[src/hdl/dpd_pkg.sv]
// Types, codes and helpers for the debug packet deframer.
`timescale 1ns / 1ps

package dpd_pkg;

    typedef enum logic [2:0] {
        PH_HUNT = 3'd0,
        PH_BODY = 3'd1,
        PH_ESC  = 3'd2,
        PH_HI   = 3'd3,
        PH_LO   = 3'd4,
        PH_FULL = 3'd5
    } phase_t;

    typedef enum logic [2:0] {
        EV_BYTE     = 3'd0,
        EV_GOOD     = 3'd1,
        EV_BAD      = 3'd2,
        EV_RESTART  = 3'd3,
        EV_OVERFLOW = 3'd4
    } event_t;

    localparam logic [7:0] CH_START  = 8'h24;  // '$'
    localparam logic [7:0] CH_END    = 8'h23;  // '#'
    localparam logic [7:0] ESC_XOR   = 8'h20;
    localparam logic [7:0] ESC_RESET = 8'd125; // '}'
    localparam int         POS_W     = 10;

    // Hex digit decode: {bad, nibble}.
    function automatic logic [4:0] hex_decode(input logic [7:0] c);
        logic [4:0] r;
        begin
            if (c >= 8'h30 && c <= 8'h39) begin
                r = {1'b0, 4'(c - 8'h30)};
            end else if (c >= 8'h61 && c <= 8'h66) begin
                r = {1'b0, 4'(c - 8'h57)};
            end else if (c >= 8'h41 && c <= 8'h46) begin
                r = {1'b0, 4'(c - 8'h37)};
            end else begin
                r = 5'b10000;
            end
            return r;
        end
    endfunction

endpackage

[src/hdl/debug_packet_deframer.sv]
// Debug packet deframer: '$'...'#xx' framing, unescape and checksum check.
`timescale 1ns / 1ps
// Usage
//   Input channel in_valid/in_ready/rx_byte carries one received link byte
//   per transfer. Output channel out_valid/out_ready carries event_res,
//   data, position and checksum; each input byte yields zero or one result.
//   Results: payload byte (with index and running sum), packet good,
//   checksum bad, restart discard (a '$' inside a packet), overflow.
//   cfg_valid/cfg_ready/escape_char writes the escape byte; cfg_ready is
//   always high. Write it only while the block is idle.
// Output timing and throughput
//   A result appears in the output register in the cycle after its input
//   transfer. One byte is taken every cycle while the output register is
//   empty or being drained in the same cycle; the single byte-step of
//   logic between the state registers and the result register sets this.
// Reset
//   rst_n low returns the deframer to hunting for '$', clears the sum,
//   count and digit state, empties the output register and sets the
//   escape byte to '}' (125).
// Stall
//   If the receiver holds out_ready low while a result is waiting,
//   in_ready drops and the result is held unchanged until it is taken.
module debug_packet_deframer #(
    parameter int BUFFER_SIZE = 1024
) (
    input  logic       clk,
    input  logic       rst_n,
    input  logic       in_valid,
    output logic       in_ready,
    input  logic [7:0] rx_byte,
    output logic       out_valid,
    input  logic       out_ready,
    output logic [2:0] event_res,
    output logic [7:0] data,
    output logic [9:0] position,
    output logic [7:0] checksum,
    input  logic       cfg_valid,
    output logic       cfg_ready,
    input  logic [7:0] escape_char
);

    localparam int CNT_W     = $clog2(BUFFER_SIZE);
    localparam int CAPACITY  = BUFFER_SIZE - 2;
    localparam int POS_W_EXT = dpd_pkg::POS_W + CNT_W;

    // Packet state
    dpd_pkg::phase_t  phase_reg, phase_next;
    logic [7:0]       sum_reg, sum_next;
    logic [CNT_W-1:0] count_reg, count_next;
    logic [3:0]       nib_reg, nib_next;
    logic             derr_reg, derr_next;
    logic [7:0]       esc_reg;

    // Result register
    logic             ovalid_reg, ovalid_next;
    dpd_pkg::event_t  ev_reg, ev_next;
    logic [7:0]       data_reg, data_next;
    logic [CNT_W-1:0] pos_reg, pos_next;
    logic [7:0]       csum_reg, csum_next;

    logic             take;
    logic             emit;
    logic [4:0]       hex;
    logic [CNT_W:0]   count_inc;
    logic [7:0]       sum_add;
    logic [7:0]       store_val;
    logic [POS_W_EXT-1:0] pos_ext;

    assign in_ready  = !ovalid_reg || out_ready;
    assign take      = in_valid && in_ready;
    assign cfg_ready = 1'b1;

    assign hex       = dpd_pkg::hex_decode(rx_byte);
    assign count_inc = {1'b0, count_reg} + (CNT_W + 1)'(1);
    assign sum_add   = sum_reg + rx_byte;
    assign store_val = (phase_reg == dpd_pkg::PH_ESC) ? (rx_byte ^ dpd_pkg::ESC_XOR)
                                                      : rx_byte;

    always_comb
    begin
        phase_next = phase_reg;
        sum_next   = sum_reg;
        count_next = count_reg;
        nib_next   = nib_reg;
        derr_next  = derr_reg;
        emit       = 1'b0;
        ev_next    = dpd_pkg::EV_BYTE;
        data_next  = 8'd0;
        pos_next   = count_reg;
        csum_next  = sum_reg;

        if (take) begin
            unique case (phase_reg)
                dpd_pkg::PH_BODY, dpd_pkg::PH_ESC:
                begin
                    if (phase_reg == dpd_pkg::PH_BODY && rx_byte == dpd_pkg::CH_START) begin
                        emit       = 1'b1;
                        ev_next    = dpd_pkg::EV_RESTART;
                        phase_next = dpd_pkg::PH_BODY;
                        sum_next   = 8'd0;
                        count_next = '0;
                        nib_next   = 4'd0;
                        derr_next  = 1'b0;
                    end else if (phase_reg == dpd_pkg::PH_BODY
                                 && rx_byte == dpd_pkg::CH_END) begin
                        phase_next = dpd_pkg::PH_HI;
                        derr_next  = 1'b0;
                    end else if (phase_reg == dpd_pkg::PH_BODY && rx_byte == esc_reg) begin
                        sum_next   = sum_add;
                        phase_next = dpd_pkg::PH_ESC;
                    end else begin
                        // payload byte
                        emit       = 1'b1;
                        ev_next    = dpd_pkg::EV_BYTE;
                        data_next  = store_val;
                        sum_next   = sum_add;
                        csum_next  = sum_add;
                        count_next = count_inc[CNT_W-1:0];
                        phase_next = (count_inc >= (CNT_W + 1)'(CAPACITY))
                                     ? dpd_pkg::PH_FULL : dpd_pkg::PH_BODY;
                    end
                end
                dpd_pkg::PH_HI:
                begin
                    nib_next   = hex[3:0];
                    derr_next  = derr_reg | hex[4];
                    phase_next = dpd_pkg::PH_LO;
                end
                dpd_pkg::PH_LO:
                begin
                    derr_next  = derr_reg | hex[4];
                    phase_next = dpd_pkg::PH_HUNT;
                    emit       = 1'b1;
                    if (!(derr_reg | hex[4]) && {nib_reg, hex[3:0]} == sum_reg) begin
                        ev_next = dpd_pkg::EV_GOOD;
                    end else begin
                        ev_next = dpd_pkg::EV_BAD;
                    end
                end
                dpd_pkg::PH_FULL, dpd_pkg::PH_HUNT:
                begin
                    if (phase_reg == dpd_pkg::PH_FULL) begin
                        emit    = 1'b1;
                        ev_next = dpd_pkg::EV_OVERFLOW;
                    end
                    if (rx_byte == dpd_pkg::CH_START) begin
                        phase_next = dpd_pkg::PH_BODY;
                        sum_next   = 8'd0;
                        count_next = '0;
                        nib_next   = 4'd0;
                        derr_next  = 1'b0;
                    end else begin
                        phase_next = dpd_pkg::PH_HUNT;
                    end
                end
                default:
                begin
                    phase_next = dpd_pkg::PH_HUNT;
                end
            endcase
        end

        // Output register: load on a result, drain on an output transfer.
        if (emit) begin
            ovalid_next = 1'b1;
        end else if (out_ready) begin
            ovalid_next = 1'b0;
        end else begin
            ovalid_next = ovalid_reg;
        end
    end

    always_ff @(posedge clk or negedge rst_n)
    begin
        if (!rst_n) begin
            phase_reg  <= dpd_pkg::PH_HUNT;
            sum_reg    <= 8'd0;
            count_reg  <= '0;
            nib_reg    <= 4'd0;
            derr_reg   <= 1'b0;
            esc_reg    <= dpd_pkg::ESC_RESET;
            ovalid_reg <= 1'b0;
        end else begin
            phase_reg  <= phase_next;
            sum_reg    <= sum_next;
            count_reg  <= count_next;
            nib_reg    <= nib_next;
            derr_reg   <= derr_next;
            ovalid_reg <= ovalid_next;
            if (cfg_valid && cfg_ready) begin
                esc_reg <= escape_char;
            end
        end
    end

    // Result payload, no reset needed.
    always_ff @(posedge clk)
    begin
        if (emit) begin
            ev_reg   <= ev_next;
            data_reg <= data_next;
            pos_reg  <= pos_next;
            csum_reg <= csum_next;
        end
    end

    assign pos_ext   = {{dpd_pkg::POS_W{1'b0}}, pos_reg};
    assign out_valid = ovalid_reg;
    assign event_res = ev_reg;
    assign data      = data_reg;
    assign position  = pos_ext[dpd_pkg::POS_W-1:0];
    assign checksum  = csum_reg;

endmodule

[config.mk]
export PLATFORM = sky130hd
export DESIGN_NAME = debug_packet_deframer
export DESIGN_NICKNAME = d
export VERILOG_FILES = /design/src/hdl/dpd_pkg.sv /design/src/hdl/debug_packet_deframer.sv
export SDC_FILE = /design/constraint.sdc
export NUM_CORES = 1
export LEC_CHECK = 0
export BUFFER_PORTS_ARGS = -buffer_cell sky130_fd_sc_hd__buf_4
export CORE_AREA = 8 8 89 91
export DETAILED_ROUTE_END_ITERATION = 7
export DIE_AREA = 0 0 97 99
export GPL_TIMING_DRIVEN = 0
export PLACE_DENSITY = 0.77
export SETUP_SLACK_MARGIN = 0.3
export SLEW_MARGIN = 20
export SYNTH_ARGS = -nofsm -noshare
export SYNTH_HDL_FRONTEND = slang
export SYNTH_SLANG_ARGS = --single-unit
[constraint.sdc]
create_clock -name clk -period 4.9 [get_ports clk]
set_input_delay 0 -clock clk [delete_from_list [all_inputs] [get_ports clk]]
set_output_delay 0 -clock clk [all_outputs]
set_load 0.005 [all_outputs]
==> qor.txt, run 1 <==
status - finished, final reports clean
met1 usage - 0.213
measured slew at the worst slew-check pin - 0.875 ns
number of global-route vias before repair - 2888
GR Util All Layers - 0.181
grt ovf - 0
post-synthesis cell count - 346
RSZ-0062 raised after global routing - no
crit-path leading delay family - simple AND/OR/NAND/NOR gates
CP max stage cell - nor4b_1
CP endpoint kind - register
Sw Ratio - 0.322
M3 GR Usage - 0.0420
Tot Pwr - 1.78 mW
fin. max-slew vios - 0
initial antenna violation count - 0
DR iter-0 viols - 183
synthesized area - 3560 um2
post-synth top area cell - edfxtp_1
core footprint - 6570 um2
P&R area growth vs syn - 22.3%
filler cell count - 517
Finished Layout Cells - 503
CTS H-tree depth - 3
period utilization - 0.590
Placed Area - 4040 um2
share of post-route cells with drive strength above 1 - 0.220
Vias/cell - 5.57
WS Path Type - register to register
Wirelength per Cell - 16.8 um
pwr dens - 409 nW/um2
critical-path maximum fanout - 29
clock power share - 0.261
Setup Viol. Count Final - 0
commonest non-fill, non-tap cells in the layout - 51 x buf_4, 42 x nand2_1, 29 x edfxtp_1, 29 x dfrtp_1, 21 x a21oi_1
post-route cell area - 4350 um2
Avg Cell Area, Syn - 10.3 um2
Synth area leaders - edfxtp_1 24%, dfrtp_1 20%, nand2_1 4.5%
max cap viols - 0
async set-reset flop share out of synthesis - 0.547
Hold/Removal Path Class - input port to register
Final WS setup - 2.01 ns
CP peak stage delay - 0.65 ns
row cnt - 30
I/O pin cnt - 53
commonest non-fill, non-tap cell in the layout - buf_4
Post-synth EDFFs - 29
clk sink count - 64
Num CTS Buffers - 9
Antenna Cells - 0
DRT Wirelength - 8.44 mm
hold_ws - 0.0271 ns
Clk Tree Root Cell - clkbuf_8
Bufs and invs on worst path - 1
Seq pwr share - 0.438
Yosys warnings - 0
final core occ - 0.663
final hold violation count - 0
global-route wire length before repair - 14.0 mm
CP Cell Sequence - clkbuf_1 -> nor3b_1 -> nor4b_1 -> a21oi_1 -> nand3_1 -> nand2_2
Max Clock Freq - 0.346 GHz
Cells after DPL - 476
final net count - 452
WP data required - 4.83 ns
drt first pass iters - 4
GRT met2 Usage - 0.296
Synth Register Bits - 64
Netlist cell types - 54
skew final - 0.0119 ns
Most Crowded Layer GR - met2
Final Critical Period - 2.89 ns
sequential area share after synthesis - 0.493
Die X - 97 um
Int Pwr - 1.21 mW
setup TNS - 0 ns
Post-DP HPWL - 6.04 mm
Chip Height - 99 um
Worst Path Arrival - 2.82 ns
Worst setup SP type - register
largest net degree at the start of global routing - 36
Clock Path Buffers - 2
post-synth top area share - 0.245
# port buffers - 50
relative slew slack - 0.417
Peak supply drop - 0.000272 V
Setup Slack @ Placement - 1.55 ns
syn_nets - 380
Leak Pwr - 1.83 nW
logic gate share of total power - 0.301
Residual DRC - 0
Die ar. - 9600 um2
Clk Latency, worst-skew pair - 0.35 ns
via count - 2802
sw power - 0.573 mW
TritonCTS clock tree - yes
Clk pin slew, worst setup/hold paths - 0.07 ns
Initial Utilization - 0.542
post-route ant nets - 0
Main synth FF type - edfxtp_1
GP Congestion - 0.902
-- cell usage after synthesis (6+ instances only) --
library cell,n
dfrtp_1,29
o21ai_1,7
inv_1,17
xnor2_1,12
ha_1,12
nand2_1,43
nor2_1,18
clkbuf_1,7
and2_1,6
edfxtp_1,29
o21ai_0,15
dfstp_2,6
xor2_1,13
mux2_2,9
nand2b_1,6
a22o_1,7
nand3_1,13
nor2b_1,7
a21oi_1,21
-- what timing repair did --
item,4_1_cts,5_1_grt
buffers inserted,0,0
hold endpoints to repair,45,0
resized for setup,0,0
hold buffers,11,0
-- worst register-to-register path: cells and delay by family, from the launching register on --
family	cells	cell delay (ns)
buf+inv	1	0.21
compound gates	1	0.20
simple gates	4	1.67
flops	1	0.39
-- worst paths after layout --
path,from,to,slack (ns),cells after the start
worst max-delay path,phase_reg[1]$_DFFE_PN0P_,checksum[6]$_DFFE_PP_,2.01,6
max in group asynchronous,rst_n,esc_reg[5]$_DFFE_PN1P_,4.39,2
worst min-delay path,rx_byte[4],data[4]$_SDFFCE_PP0P_,0.03,2
min in group asynchronous,rst_n,phase_reg[1]$_DFFE_PN0P_,0.16,2
worst max register to register,phase_reg[1]$_DFFE_PN0P_,checksum[6]$_DFFE_PP_,2.01,6
worst min register to register,count_reg[3]$_DFFE_PN0P_,position[3]$_DFFE_PP_,0.47,0
-- power groups by stage --
stage	Sequential, mW	Combinational (mW)	Clock [mW]
floorplan	0.766	0.362	0
global placement	0.781	0.503	0
detailed placement	0.787	0.524	0
CTS	0.778	0.536	0.474
global route	0.790	0.599	0.491
finish	0.779	0.535	0.465
-- routing by layer --
metal / up-vias / part of all wire
li1: 1378 / -
met1: 1312 / 0.43
met2: 91 / 0.48
met3: 21 / 0.058
met4: 0 / 0.036
met5: - / 0
-- logic make-up after synthesis --
logic type | synth area share
other | 0.00105
muxes | 0.0524
AOI/OAI and AO/OA | 0.137
DFF | 0.493
adders and majority gates | 0.0478
xor gates and xnor gates | 0.0615
buffers and inverters | 0.0344
and+or+nand+nor | 0.173
-- cell type report --
type                            count  area, um2  share of cell area
Buffer                             13       58.8              0.0135
Multi-Input combinational cell    252       1690               0.387
Timing Repair Buffer               61        485               0.111
Clock buffer                       11        151              0.0348
Clock inverter                      5       55.1              0.0126
Tap cell                           80        100              0.0230
Inverter                           17       63.8              0.0147
Sequential cell                    64       1750               0.403
Power figures use the tool's default switching activity.
==> run 2: changes to the inputs <==
--- a/config.mk
+++ b/config.mk
@@ -6,11 +6,11 @@
 export NUM_CORES = 1
 export LEC_CHECK = 0
 export BUFFER_PORTS_ARGS = -buffer_cell sky130_fd_sc_hd__buf_4
-export CORE_AREA = 8 8 89 91
+export CORE_AREA = 8 8 92 94
 export DETAILED_ROUTE_END_ITERATION = 7
-export DIE_AREA = 0 0 97 99
+export DIE_AREA = 0 0 100 102
 export GPL_TIMING_DRIVEN = 0
-export PLACE_DENSITY = 0.77
+export PLACE_DENSITY = 0.75
 export SETUP_SLACK_MARGIN = 0.3
 export SLEW_MARGIN = 20
 export SYNTH_ARGS = -nofsm -noshare
==> constraint.sdc (replaced) <==
create_clock -name clk -period 2.5 [get_ports clk]
set_input_delay 0 -clock clk [delete_from_list [all_inputs] [get_ports clk]]
set_output_delay 0 -clock clk [all_outputs]
set_load 0.005 [all_outputs]
==> run 2 against run 1 <==
  * Final area is 5.3% higher
  * First-iteration DRC count is 7.7% higher
  * Fmax is 32% higher
  * Count of clock-buffer cells in the layout is 1 lower
  * Highest routed layer unchanged
  * Utilization is 1.3 points lower
  * Total power is 110% higher
  * Non-clock buffer count is 8 higher
  * Register-to-register slack worse by 1.7 ns
==> qor.txt, run 2 (synthesis results as in run 1) <==
post-route ant nets - 0
share of post-route cells with drive strength above 1 - 0.276
GP Congestion - 0.896
CP Cell Sequence - ha_2 -> fa_2 -> a21o_1 -> a21oi_2 -> o21bai_1 -> a21oi_2 -> xnor2_1 -> mux2_1
Num CTS Buffers - 9
Final Critical Period - 2.18 ns
# port buffers - 50
Clk Tree Root Cell - clkbuf_8
DRT Wirelength - 8.53 mm
Max Clock Freq - 0.458 GHz
TritonCTS clock tree - yes
skew final - 0.0117 ns
fin. max-slew vios - 0
Final WS setup - 0.317 ns
Chip Height - 102 um
Clock Path Buffers - 2
final net count - 460
Setup Viol. Count Final - 0
Hold/Removal Path Class - input port to register
Initial Utilization - 0.504
GR Util All Layers - 0.176
Wirelength per Cell - 16.1 um
Bufs and invs on worst path - 0
pwr dens - 809 nW/um2
Antenna Cells - 0
DR iter-0 viols - 197
Die ar. - 10200 um2
crit-path most repeated cell - a21oi_2
CTS H-tree depth - 3
commonest non-fill, non-tap cells in the layout - 61 x buf_4, 42 x nand2_1, 29 x edfxtp_1, 28 x dfrtp_1, 18 x nor2_1
Worst Path Arrival - 2.28 ns
measured slew at the worst slew-check pin - 0.760 ns
filler cell count - 590
Leak Pwr - 1.92 nW
Tot Pwr - 3.71 mW
largest net degree at the start of global routing - 36
RSZ-0062 raised after global routing - yes
Post-DP HPWL - 6.02 mm
Vias/cell - 5.51
WS Path Type - register to register
Worst setup SP type - register
drt first pass iters - 4
critical-path maximum fanout - 2
crit-path leading delay family - compound AO/OA/AOI/OAI gates
CP endpoint kind - register
final core occ - 0.650
CP peak stage delay - 0.40 ns
final hold violation count - 0
core footprint - 7060 um2
number of global-route vias before repair - 2852
max cap viols - 0
Residual DRC - 0
relative slew slack - 0.489
global-route wire length before repair - 14.2 mm
Clk pin slew, worst setup/hold paths - 0.07 ns
CP max stage cell - dfrtp_1
period utilization - 0.873
Die X - 100 um
commonest non-fill, non-tap cell in the layout - buf_4
I/O pin cnt - 53
grt ovf - 0
Clk Latency, worst-skew pair - 0.35 ns
row cnt - 31
Peak supply drop - 0.000357 V
hold_ws - 0.0190 ns
Setup Slack @ Placement - -0.434 ns
clk sink count - 64
via count - 2919
WP data required - 2.60 ns
initial antenna violation count - 0
P&R area growth vs syn - 28.9%
status - finished, final reports clean
==> run 2: power breakdown <==
| part | internal, mW | switching [mW] |
|---|---|---|
| combinational | 0.593 | 0.581 |
| clock | 0.593 | 0.426 |
| sequential | 1.34 | 0.173 |
| total | 2.53 | 1.18 |
==> run 2: path summary, 6_finish.rpt <==
check                                            to                startpoint  cells after the start  slack [ns]
setup / recovery              checksum[6]$_DFFE_PP_    sum_reg[0]$_DFFE_PN0P_                      8        0.32
min in group asynchronous  phase_reg[2]$_DFFE_PN0P_                     rst_n                      2        0.15
max in group asynchronous    esc_reg[0]$_DFFE_PN1P_                     rst_n                      2        1.99
setup reg to reg              checksum[6]$_DFFE_PP_    sum_reg[0]$_DFFE_PN0P_                      8        0.32
hold / removal                data[7]$_SDFFCE_PP0P_                rx_byte[7]                      2        0.02
hold reg to reg               position[3]$_DFFE_PP_  count_reg[3]$_DFFE_PN0P_                      0        0.45
==> run 2: repair_timing <==
action	CTS	global route
hold buffers	11	0
setup endpoints to repair	64	59
hold endpoints to repair	45	0
pin swaps	3	8
resized for setup	13	15
setup buffers	3	5
==> run 2: final cells by class <==
cell class              count  area (um2)  share of cell area
multi-input cells         252        1800               0.393
flip-flops and latches     64        1760               0.383
well taps                  99         124              0.0270
clock inverters             6        91.3              0.0199
plain buffers              13        65.1              0.0142
repair buffers             69         546               0.119
clock buffers              10         138              0.0300
inverters                  17        63.8              0.0139
==> run 2: through the flow <==
step	instances	TNS [ns]	cell area, um2
floorplan	346	0	3570
global route	530	0	4590
CTS	525	0	4500
global placement	495	-13.58	4070
finish	530	0	4590
detailed placement	495	-13.87	4070
==> run 2: metal layers <==
| metal | vias to the layer above | track usage | share of wire |
|---|---|---|---|
| met5 | - | 0 | 0 |
| met1 | 1414 | 0.221 | 0.44 |
| li1 | 1401 | - | - |
| met4 | 0 | 0.0907 | 0.022 |
| met3 | 15 | 0.0361 | 0.051 |
| met2 | 89 | 0.283 | 0.49 |
==> run 3: changes to the inputs <==
--- a/config.mk
+++ b/config.mk
@@ -10,7 +10,7 @@
 export DETAILED_ROUTE_END_ITERATION = 7
 export DIE_AREA = 0 0 100 102
 export GPL_TIMING_DRIVEN = 0
-export PLACE_DENSITY = 0.75
+export PLACE_DENSITY_LB_ADDON = 0.05
 export SETUP_SLACK_MARGIN = 0.3
 export SLEW_MARGIN = 20
 export SYNTH_ARGS = -nofsm -noshare
==> run 3 against run 2 <==
  * Count of clock-buffer cells in the layout grew 1
  * Sequential share of layout area is essentially flat
  * Clock power about the same
  * Cell count fell by 0.19%
  * Via count fell by 2.6%
  * Critical endpoint unchanged
  * Largest power group unchanged
==> qor.txt, run 3 (synthesis results as in run 1) <==
status - finished, final reports clean
P&R area growth vs syn - 28.8%
Cells after DPL - 495
measured slew at the worst slew-check pin - 0.638 ns
# port buffers - 50
WHS Path Cells - 2
setup TNS - 0 ns
Tot Pwr - 3.71 mW
Bufs and invs on worst path - 0
commonest non-fill, non-tap cells in the layout - 58 x buf_4, 42 x nand2_1, 29 x edfxtp_1, 28 x dfrtp_1, 18 x nor2_1
crit path launch - sum_reg[0]$_DFFE_PN0P_
Worst setup SP type - register
share of post-route cells with drive strength above 1 - 0.272
Initial Utilization - 0.504
CP Cell Sequence - ha_2 -> fa_2 -> a21o_1 -> a21oi_2 -> o21bai_1 -> a21oi_1 -> xnor2_1 -> mux2_1
Final Critical Period - 2.19 ns
sw power - 1.18 mW
critical path capture point - checksum[6]$_DFFE_PP_
GR Util All Layers - 0.176
largest net degree at the start of global routing - 36
Max Clock Freq - 0.457 GHz
Clk pin slew, worst setup/hold paths - 0.07 ns
Int Pwr - 2.53 mW
core footprint - 7060 um2
CP endpoint kind - register
Chip Height - 102 um
row cnt - 31
Setup Slack @ Placement - -0.441 ns
final hold violation count - 0
Final WS setup - 0.311 ns
post-route ant nets - 0
Clk Latency, worst-skew pair - 0.35 ns
Worst R2R Start - sum_reg[0]$_DFFE_PN0P_
GP Congestion - 0.844
Sw Ratio - 0.318
WS Path Type - register to register
DRT Wirelength - 8.73 mm
Leak Pwr - 1.91 nW
Vias/cell - 5.37
RSZ-0062 raised after global routing - yes
Seq pwr share - 0.411
Worst Path Arrival - 2.28 ns
via count - 2842
grt ovf - 0
fin. max-slew vios - 0
Die ar. - 10200 um2
crit-path leading delay family - compound AO/OA/AOI/OAI gates
Peak supply drop - 0.000417 V
Clock Path Buffers - 2
Residual DRC - 0
DR iter-0 viols - 163
Hold/Removal Path Class - input port to register
Wirelength per Cell - 16.5 um
commonest non-fill, non-tap cell in the layout - buf_4
final net count - 459
clk sink count - 64
WP data required - 2.59 ns
cell count along the critical path - 8
Setup Viol. Count Final - 0
r2r setup slk - 0.31 ns
CTS H-tree depth - 3
initial antenna violation count - 0
Die X - 100 um
global-route wire length before repair - 13.8 mm
skew final - 0.0101 ns
period utilization - 0.875
CP max stage cell - dfrtp_1
CP peak stage delay - 0.39 ns
Antenna Cells - 0
logic gate share of total power - 0.320
TritonCTS clock tree - yes
critical-path maximum fanout - 2
Num CTS Buffers - 9
Clk Tree Root Cell - clkbuf_8
I/O pin cnt - 53
R2R depth - 8
final core occ - 0.650
max cap viols - 0
clock power share - 0.269
drt first pass iters - 5
pwr dens - 809 nW/um2
Post-DP HPWL - 5.89 mm
Finished Layout Cells - 529
RR Endpoint - checksum[6]$_DFFE_PP_
relative slew slack - 0.569
number of global-route vias before repair - 2744
-- run 3: worst min path at each step --
stage,from,to,slack [ns]
final,rx_byte[7],data[7]$_SDFFCE_PP0P_,0.01
after global routing,rx_byte[7],data[7]$_SDFFCE_PP0P_,0.02
after CTS,rx_byte[7],data[7]$_SDFFCE_PP0P_,0.0004
after detailed placement,rst_n,out_valid$_DFFE_PN0P_,-0.006
after global placement,rst_n,out_valid$_DFFE_PN0P_,-0.01
after floorplan,rst_n,count_reg[0]$_DFFE_PN0P_,-0.30
-- run 3: power groups by stage --
stage	Combinational, mW	Clock [mW]	Sequential [mW]
6_report	1.19	0.999	1.52
3_5_place_dp	1.02	0	1.54
5_1_grt	1.32	1.06	1.55
3_3_place_gp	1.01	0	1.53
4_1_cts	1.11	1.01	1.51
2_1_floorplan	0.717	0	1.50
-- run 3: area by class of cell --
cell class	count	area (um2)
fillers	597	2470
clock buffers	11	141
inverters	17	63.8
multi-input cells	253	1820
plain buffers	13	71.3
well taps	99	124
clock inverters	5	80.1
flip-flops and latches	64	1760
repair buffers	67	531
-- run 3: repair_timing --
action	CTS	global route
endpoints found under the hold margin	45	0
setup endpoints to repair	64	59
gates cloned	0	1
hold buffers	11	0
setup buffers	2	4
pin swaps	2	7
resized for setup	14	18
-- run 3: per-layer routing --
layer  GRT usage  up-vias  share of wire
li1            -     1399              -
met1       0.224     1360           0.47
met3      0.0402       11          0.052
met4      0.0698        0          0.015
met2       0.283       72           0.47
met5           0        -              0
-- run 3: stage by stage --
stage / hold slack (ns) / instance area, um2
after floorplan: -0.296 / 3570
after global placement: -0.0105 / 4070
after detailed placement: -0.00621 / 4070
after CTS: 0.000418 / 4490
after global routing: 0.0151 / 4590
final: 0.0132 / 4590
-- run 3: worst reg2reg max path, delay by kind of cell, from the launching register on --
kind | cells | cell delay [ns]
adders and majority gates | 2 | 0.55
muxes | 1 | 0.29
xor gates and xnor gates | 1 | 0.11
AOI/OAI and AO/OA | 4 | 0.60
DFF | 1 | 0.39
